<file path="config.mk">
export PLATFORM = sky130hd
export DESIGN_NAME = stb_ctrl
export DESIGN_NICKNAME = d
export VERILOG_FILES = /design/src/design/stb_pkg.sv /design/src/design/stb_ctrl.sv
export SDC_FILE = /design/constraint.sdc
export NUM_CORES = 1
export LEC_CHECK = 0
export ABC_AREA = 1
export BUFFER_PORTS_ARGS = -buffer_cell sky130_fd_sc_hd__buf_2
export CAP_MARGIN = 25
export CORE_AREA = 2 2 39 41
export CTS_BUF_LIST = sky130_fd_sc_hd__clkbuf_16
export DETAILED_ROUTE_END_ITERATION = 8
export DIE_AREA = 0 0 41 43
export GPL_TIMING_DRIVEN = 0
export HOLD_SLACK_MARGIN = 0.02
export PLACE_DENSITY = 0.55
export REMOVE_ABC_BUFFERS = 1
export SYNTH_ARGS = -nofsm -noshare
export SYNTH_HDL_FRONTEND = slang
export SYNTH_SLANG_ARGS = --single-unit
</file>
<file path="constraint.sdc">
create_clock -name i_clk -period 1.69 [get_ports i_clk]
set_clock_uncertainty 0.15 [all_clocks]
set_input_delay 0.338 -clock i_clk [delete_from_list [all_inputs] [get_ports i_clk]]
set_output_delay 0.338 -clock i_clk [all_outputs]
set_load 0.01 [all_outputs]
</file>
<file path="src/design/stb_pkg.sv">
// Shared types and constants for the sprite texel blitter.
// No dependencies; imported by every design module and the checker.
package stb_pkg;

    // Request codes
    localparam logic REQ_CLEAR = 1'b0;
    localparam logic REQ_BLIT  = 1'b1;

    // Configuration register indexes
    localparam int           CFG_IDX_W       = 2;
    localparam int           CFG_DATA_W      = 5;
    localparam logic [1:0]   CFG_PIXEL_SCALE = 2'd0;
    localparam logic [1:0]   CFG_TILE_TEXELS = 2'd1;
    localparam logic [1:0]   CFG_ROTATED     = 2'd2;

    // Clamp limits for scale and tile size
    localparam logic [3:0]   MAX_SCALE = 4'd8;
    localparam logic [4:0]   TILE_MAX  = 5'd16;

    // Signed screen coordinate width: covers -120 .. 382
    localparam int           COORD_W   = 11;
    // Block offset counter width
    localparam int           OFS_W     = 3;
    // Occupancy memory row geometry
    localparam int           ROW_W     = 64;
    localparam int           ROW_SEL_W = 6;

    typedef struct packed {
        logic       req_type;
        logic [7:0] origin_x;
        logic [6:0] origin_y;
        logic [3:0] texel_x;
        logic [3:0] texel_y;
        logic       texel_lit;
        logic [3:0] texel_color;
    } t_in_req;

    typedef struct packed {
        logic [14:0] pixel_index;
        logic [3:0]  color_index;
        logic        last;
    } t_out_pix;

    typedef enum logic [2:0] {
        ST_CLEAR,
        ST_IDLE,
        ST_READ,
        ST_CHECK,
        ST_FLUSH
    } t_state;

    typedef struct packed {
        logic clr_step;
        logic load;
        logic mem_rd;
        logic mark;
        logic advance;
        logic flush;
    } t_dp_cmd;

    typedef struct packed {
        logic clr_done;
        logic req_clear;
        logic req_draw;
        logic in_range;
        logic occupied;
        logic last_pix;
        logic pend_valid;
        logic out_free;
    } t_dp_status;

endpackage

</file>
<file path="src/design/stb_ctrl.sv">
// Controller FSM for the sprite texel blitter: clear sweep, pixel walk, flush.
// Depends on stb_pkg; drives stb_datapath through t_dp_cmd.
module stb_ctrl (
    input  logic               i_clk,
    input  logic               i_rst_n,
    input  logic               i_in_valid,
    output logic               o_in_stall,
    input  stb_pkg::t_dp_status i_status,
    output stb_pkg::t_dp_cmd   o_cmd
);
    import stb_pkg::*;

    t_state r_state;
    t_state n_state;

    always_ff @(posedge i_clk) begin
        if (!i_rst_n) begin
            r_state <= ST_CLEAR;
        end else begin
            r_state <= n_state;
        end
    end

    always_comb begin
        n_state = r_state;
        o_cmd   = '0;
        case (r_state)
            ST_CLEAR: begin
                o_cmd.clr_step = 1'b1;
                if (i_status.clr_done) n_state = ST_IDLE;
            end
            ST_IDLE: begin
                if (i_in_valid) begin
                    if (i_status.req_clear) begin
                        n_state = ST_CLEAR;
                    end else if (i_status.req_draw) begin
                        o_cmd.load = 1'b1;
                        n_state    = ST_READ;
                    end
                end
            end
            ST_READ: begin
                if (!i_status.in_range) begin
                    o_cmd.advance = 1'b1;
                    if (i_status.last_pix) n_state = ST_FLUSH;
                end else begin
                    o_cmd.mem_rd = 1'b1;
                    n_state      = ST_CHECK;
                end
            end
            ST_CHECK: begin
                if (i_status.occupied) begin
                    o_cmd.advance = 1'b1;
                    n_state       = i_status.last_pix ? ST_FLUSH : ST_READ;
                end else if (!i_status.pend_valid || i_status.out_free) begin
                    o_cmd.mark    = 1'b1;
                    o_cmd.advance = 1'b1;
                    n_state       = i_status.last_pix ? ST_FLUSH : ST_READ;
                end
            end
            ST_FLUSH: begin
                if (!i_status.pend_valid) begin
                    n_state = ST_IDLE;
                end else if (i_status.out_free) begin
                    o_cmd.flush = 1'b1;
                    n_state     = ST_IDLE;
                end
            end
            default: n_state = ST_IDLE;
        endcase
    end

    assign o_in_stall = (r_state != ST_IDLE);

endmodule

</file>
==> metrics.cfg, run 1 <==
[cells_and_area]
drive_above_1_share_pct=44.83
instances_no_fill=103
n_fill_cell=152
top_regs=r_state (3)
area_growth_pct=40.24
diodes=0
largest_register=r_state
largest_reg_flops=3
post-route-util_pct=42.86
nNetsFinal=99

[synthesis]
synthMuxAreaShare_pct=0
synth_top_family_by_area=simple AND/OR/NAND/NOR gates
synth_top_flop_cell=dfxtp_1
ys_ff_latch=3
synthSimpleGateAreaFrac_pct=65.09
synth_compound_area_share_pct=5.030
ys_seq_area_share_pct=14.20
synth_area_per_cell_um2=6.219
postSynthCellCount=68
synthTopCellsByArea=dfxtp_1, nor2_1, nand3_2
synthAdderAreaFrac_pct=0
netlist_area_um2=422.9
yosysMostFrequentCell=nor2_1
post_synth_num_cell_types=20
synth_edf_count=0
synth_xor_area_share_pct=0
synth_top_area_cell=dfxtp_1
yosysWarnings=0
synth_top_area_share_pct=14.20
async_flop_share_pct=0
synthTopCellsByCount=nor2_1, nand2_1, inv_1

[clocking]
cts_sinks=3
cts-htree-levels=1
cts_setup_buffers=0
cts_buffers=3
insertion_delay_ns=0.22
clockBufferDepth=2
cts_tree=done
cts.clk_slew.worst_paths_ns=0.03
cts_root_buffer=clkbuf_16

[timing]
final.setup.worst_slack_ns=0.06623
setup_viol=0
hold_viol=0
tightest_slew_ns=0.3075
whs_ns=0.2003
grt_setup_unrepaired=no
drv_slew=0
fmax_mhz=615.9
post-route-period-util_pct=96.08
fin_tns_setup_ns=0
timing.final.crit_period_ns=1.624
relSlewSlack_pct=79.50

[pwr]
seqPwrFrac_pct=19.1
power_density_mw_per_mm2=1282
ir_worst_vdd_mv=0.7572
p_leak_nw=0.3144
pwr-share-comb_pct=31.8
swShare_pct=34.42
p_int_w=0.0004987
clockPowerShare_pct=49.2
p_sw_w=0.0002617

[critical_path]
reg2reg_depth=7
cp.required_ns=1.20
endpoint_kind=primary output
startpoint_type=flop
r2r_slack_ns=0.32
cp.arrival_ns=1.14
r2r-start=r_state[2]
crit_type=flop to primary output
path_max_fanout=9
r2r_end=r_state[0]

[run]
drv_cap=0

[drt]
initialDrtViolationCount=11
first_pass_iters=4
finalWirelength_um=962
met2_wirelength_um=461
highest_layer=met3
wl_met3_um=71
viasPerCell=4.447
num_vias=458
drt-met1-wl_um=429
ant_nets=0
wl_per_cell_um=9.340
drc=0

[placed_design]
dp.cells=99
globalplace.congestion=0.7320
io_buffers=17
hpwl_um=778.7
place_ws_ns=0.08830

[worst_hold_path]
min_to=r_state[2]
holdPathStages=3
hold_class=primary input to flop
hp-start=i_rst_n

[global_routing]
grt.total_usage_pct=11.74
grt_pass1_vias=369
grt_max_degree=10
grt_overflow=0
grt_pass1_wl_um=1407
grt_antenna_before_repair=0

[floorplan]
die_x_um=41
start_util_pct=30.56
pin_count=18
die-area_mm2=0.001763
dieHeight_um=43
coreArea_mm2=0.001384
rows=14

[run_status]
outcome=finished clean

kinds of logic (layout without fill, tap and decap cells):
group	Yosys count	in the layout
buffers and inverters	13	32
AND/OR/NAND/NOR	49	49
AO/OA/AOI/OAI	3	3
flip-flops	3	3
power by group through the flow:
stage	clock, W	sequential [W]	combinational (W)
floorplan	0	0.000131	0.000180
global placement	0	0.000140	0.000238
detailed placement	0	0.000141	0.000241
CTS	0.000373	0.000143	0.000245
global route	0.000382	0.000150	0.000274
finish	0.000374	0.000145	0.000242
area by class of cell:
cell class                 instances  area [µm²]  area share, %
clock buffer                       3       75.07          12.66
clock inverter                     1       3.754         0.6329
inverter                          11       46.29          7.806
multi-input combinational         52       296.5          50.00
sequential                         3       66.31          11.18
tap                               16       20.02          3.376
timing repair buffer              17       85.08          14.35
routing by layer:
layer	GRT usage (%)	up-vias
li1	-	257
met1	15.71	186
met2	17.50	15
met3	4.712	0
met4	2.000	0
met5	0	-
critical path, stage by stage, from the launching register on:
cell	delay (ns)
dfxtp_2	0.50
nor2_4	0.09
o31ai_1	0.07
o21ai_0	0.10
buf_2	0.14
repair_timing:
action                                  in CTS  in global routing
endpoints found under the setup margin       6                  1
hold buffers                                 0                  0
gates resized for setup                      3                  2
how the worst max path moves through the flow:
stage / startpoint / end / slack, ns
final: r_state[2] / o_cmd[1] / 0.07
after global routing: r_state[2] / o_cmd[1] / 0.002
after CTS: r_state[0] / o_cmd[1] / 0.03
after detailed placement: r_state[2] / o_cmd[1] / 0.09
after global placement: r_state[2] / o_cmd[1] / 0.10
after floorplan: r_state[2] / o_cmd[1] / 0.25
metrics by stage:
step	total power (W)	area (µm²)
CTS	0.0007612	588.1
finish	0.0007604	593.1
detailed placement	0.0003818	505.5
floorplan	0.0003101	400.4
global placement	0.0003782	505.5
global route	0.0008059	593.1
cell usage in the layout (no fill, tap or decap):
cell type / n
buf_2: 17
nor2_1: 12
inv_1: 10
nand2_1: 10
nand3_1: 6
nand3_2: 4
nor2_2: 4
nand2_2: 3
nand4_1: 3
nor3_1: 3
clkbuf_16: 3
inv_4: 2
dfxtp_2: 2
nor2_8: 1
nor2_4: 1
o31ai_1: 1
o21ai_0: 1
nand3b_1: 1
and2_1: 1
a21oi_2: 1
dfxtp_4: 1
(Power assumes the default switching activity.)
==> run 2: changes to the inputs <==
Settings changed: CTS_BUF_LIST sky130_fd_sc_hd__clkbuf_16 to sky130_fd_sc_hd__clkbuf_4.
==> metrics.cfg, run 2 (synthesis gave the netlist of run 1 again) <==
[pwr]
pwr-share-comb_pct=45.2  ; +13 points
p_leak_nw=0.2911  ; -7.4%
seqPwrFrac_pct=27.8  ; +8.7 points
clockPowerShare_pct=27.0  ; -22 points
power_density_mw_per_mm2=964.6  ; -25%
ir_worst_vdd_mv=0.4982  ; -34%
p_int_w=0.0003000  ; -40%
power_w=0.0005298  ; -30%
swShare_pct=43.38  ; +9.0 points
p_sw_w=0.0002298  ; -12%

[global_routing]
gr-usage-met3_pct=3.141  ; -1.6 points
grt.met2_usage_pct=16.25  ; -1.2 points
grt.total_usage_pct=11.03  ; -0.70 points
top_usage_layer=met2
grt_pass1_vias=357  ; -3.3%
grt_antenna_before_repair=0  ; unchanged
grt_max_degree=10  ; unchanged
grtUsageMet1_pct=15.71  ; unchanged
grt_pass1_wl_um=1359  ; -3.4%
grt_overflow=0  ; unchanged

[timing]
relSlewSlack_pct=83.37  ; +3.9 points
fin_tns_setup_ns=0  ; unchanged
setup_viol=0  ; unchanged
tightest_slew_ns=0.2486  ; -0.05889 ns
grt_setup_unrepaired=no
final.setup.worst_slack_ns=0.08731  ; +0.02108 ns
timing.final.crit_period_ns=1.603  ; -0.02108 ns
whs_ns=0.1893  ; -0.01100 ns
drv_slew=0  ; unchanged
fmax_mhz=624.0  ; +1.3%
post-route-period-util_pct=94.83  ; -1.2 points
hold_viol=0  ; unchanged

[floorplan]
rows=14  ; unchanged
coreArea_mm2=0.001384  ; unchanged
pin_count=18  ; unchanged
die_x_um=41  ; unchanged
dieHeight_um=43  ; unchanged
die-area_mm2=0.001763  ; unchanged
start_util_pct=30.56  ; unchanged

[run]
drv_cap=0  ; unchanged

[cells_and_area]
final_common_cell=buf_2
multi_input_area_um2=296.5  ; unchanged
top_regs=r_state (3)
regArea_um2=71.32  ; +7.5%
layout_common_cells=buf_2, nor2_1, nand2_1
nNetsFinal=99  ; unchanged
area_growth_pct=29.88
largest_reg_flops=3  ; unchanged
diodes=0  ; unchanged
drive_above_1_share_pct=45.98  ; +1.1 points
largest_register=r_state
n_fill_cell=156  ; +2.6%

[clocking]
cts_sinks=3  ; unchanged
cts_root_buffer=clkbuf_4
cts_setup_buffers=0  ; unchanged
insertion_delay_ns=0.23  ; about the same
cts_buffers=3  ; unchanged
cts-htree-levels=1  ; unchanged
ctsHoldBuffers=0  ; unchanged
cts_tree=done
clockBufferDepth=2  ; unchanged
cts.clk_slew.worst_paths_ns=0.04  ; about the same

[critical_path]
endpoint_kind=primary output
path_cells=nand2_2 > nor2_4 > o31ai_1 > o21ai_0 > buf_2
cp.arrival_ns=1.11  ; -0.03 ns
crit_type=flop to primary output
cp_num_buf_inv=1  ; unchanged
cp.required_ns=1.20  ; about the same
critPathTopFamily=flip-flops
path_max_fanout=8  ; -1
startpoint_type=flop
max_stage_delay_ns=0.38  ; -0.12 ns
slowest_stage=dfxtp_4

[placed_design]
hpwl_um=778.7  ; unchanged
place_ws_ns=0.08830  ; unchanged
io_buffers=17  ; unchanged
globalplace.congestion=0.7320  ; unchanged

[drt]
drc=0  ; unchanged
initialDrtViolationCount=10  ; -1
num_vias=461  ; +0.66%
first_pass_iters=4  ; unchanged
ant_nets=0  ; unchanged
finalWirelength_um=902  ; -6.2%
viasPerCell=4.476  ; +0.66%
wl_per_cell_um=8.757  ; -6.2%

[worst_hold_path]
hold_class=primary input to flop

[run_status]
outcome=finished clean

## run 2: routing by layer
layer	part of all wire (%)	wire, µm
met5	0	0
met4	0	0
met3	8.0	72
met2	46	418
met1	46	412
## run 2: final cells by class
type | instances | area share [%]
clock buffers | 4 | 5.467
inverters | 11 | 8.428
multi-input cells | 52 | 53.99
flip-flops and latches | 3 | 12.98
well taps | 16 | 3.645
repair buffers | 17 | 15.49
## run 2: worst paths after layout
kind | slack, ns | to | start | cells past startpoint
max | 0.09 | o_cmd[1] | r_state[0] | 5
min | 0.19 | r_state[2] | i_rst_n | 3
max reg2reg | 0.41 | r_state[0] | r_state[2] | 7
min reg2reg | 0.45 | r_state[2] | r_state[2] | 2
## run 2: stage by stage
step,area (µm²),instances,util [%]
floorplan,400.4,66,-
global placement,505.5,99,36.53
detailed placement,505.5,99,36.53
CTS,539.3,103,38.97
global route,549.3,103,39.69
finish,549.3,103,39.69
## run 2: worst register-to-register path, stage by stage (launching register included)
cell and delay, ns:
dfxtp_4 0.44, inv_4 0.07, nand3b_1 0.10, nand3_1 0.10, nor2_1 0.15, nand2_1 0.07, nand2_1 0.06, inv_1 0.04
## run 2: repair_timing
action	CTS	global route
setup endpoints to repair	6	2
gates resized for setup	3	4
cloned	0	0
## run 2: power groups by stage
stage | Clock, W | Sequential (W) | Combinational, W
2_1_floorplan | 0 | 0.000131 | 0.000180
3_3_place_gp | 0 | 0.000140 | 0.000238
3_5_place_dp | 0 | 0.000141 | 0.000241
4_1_cts | 0.000147 | 0.000142 | 0.000243
5_1_grt | 0.000153 | 0.000152 | 0.000273
6_report | 0.000143 | 0.000147 | 0.000240
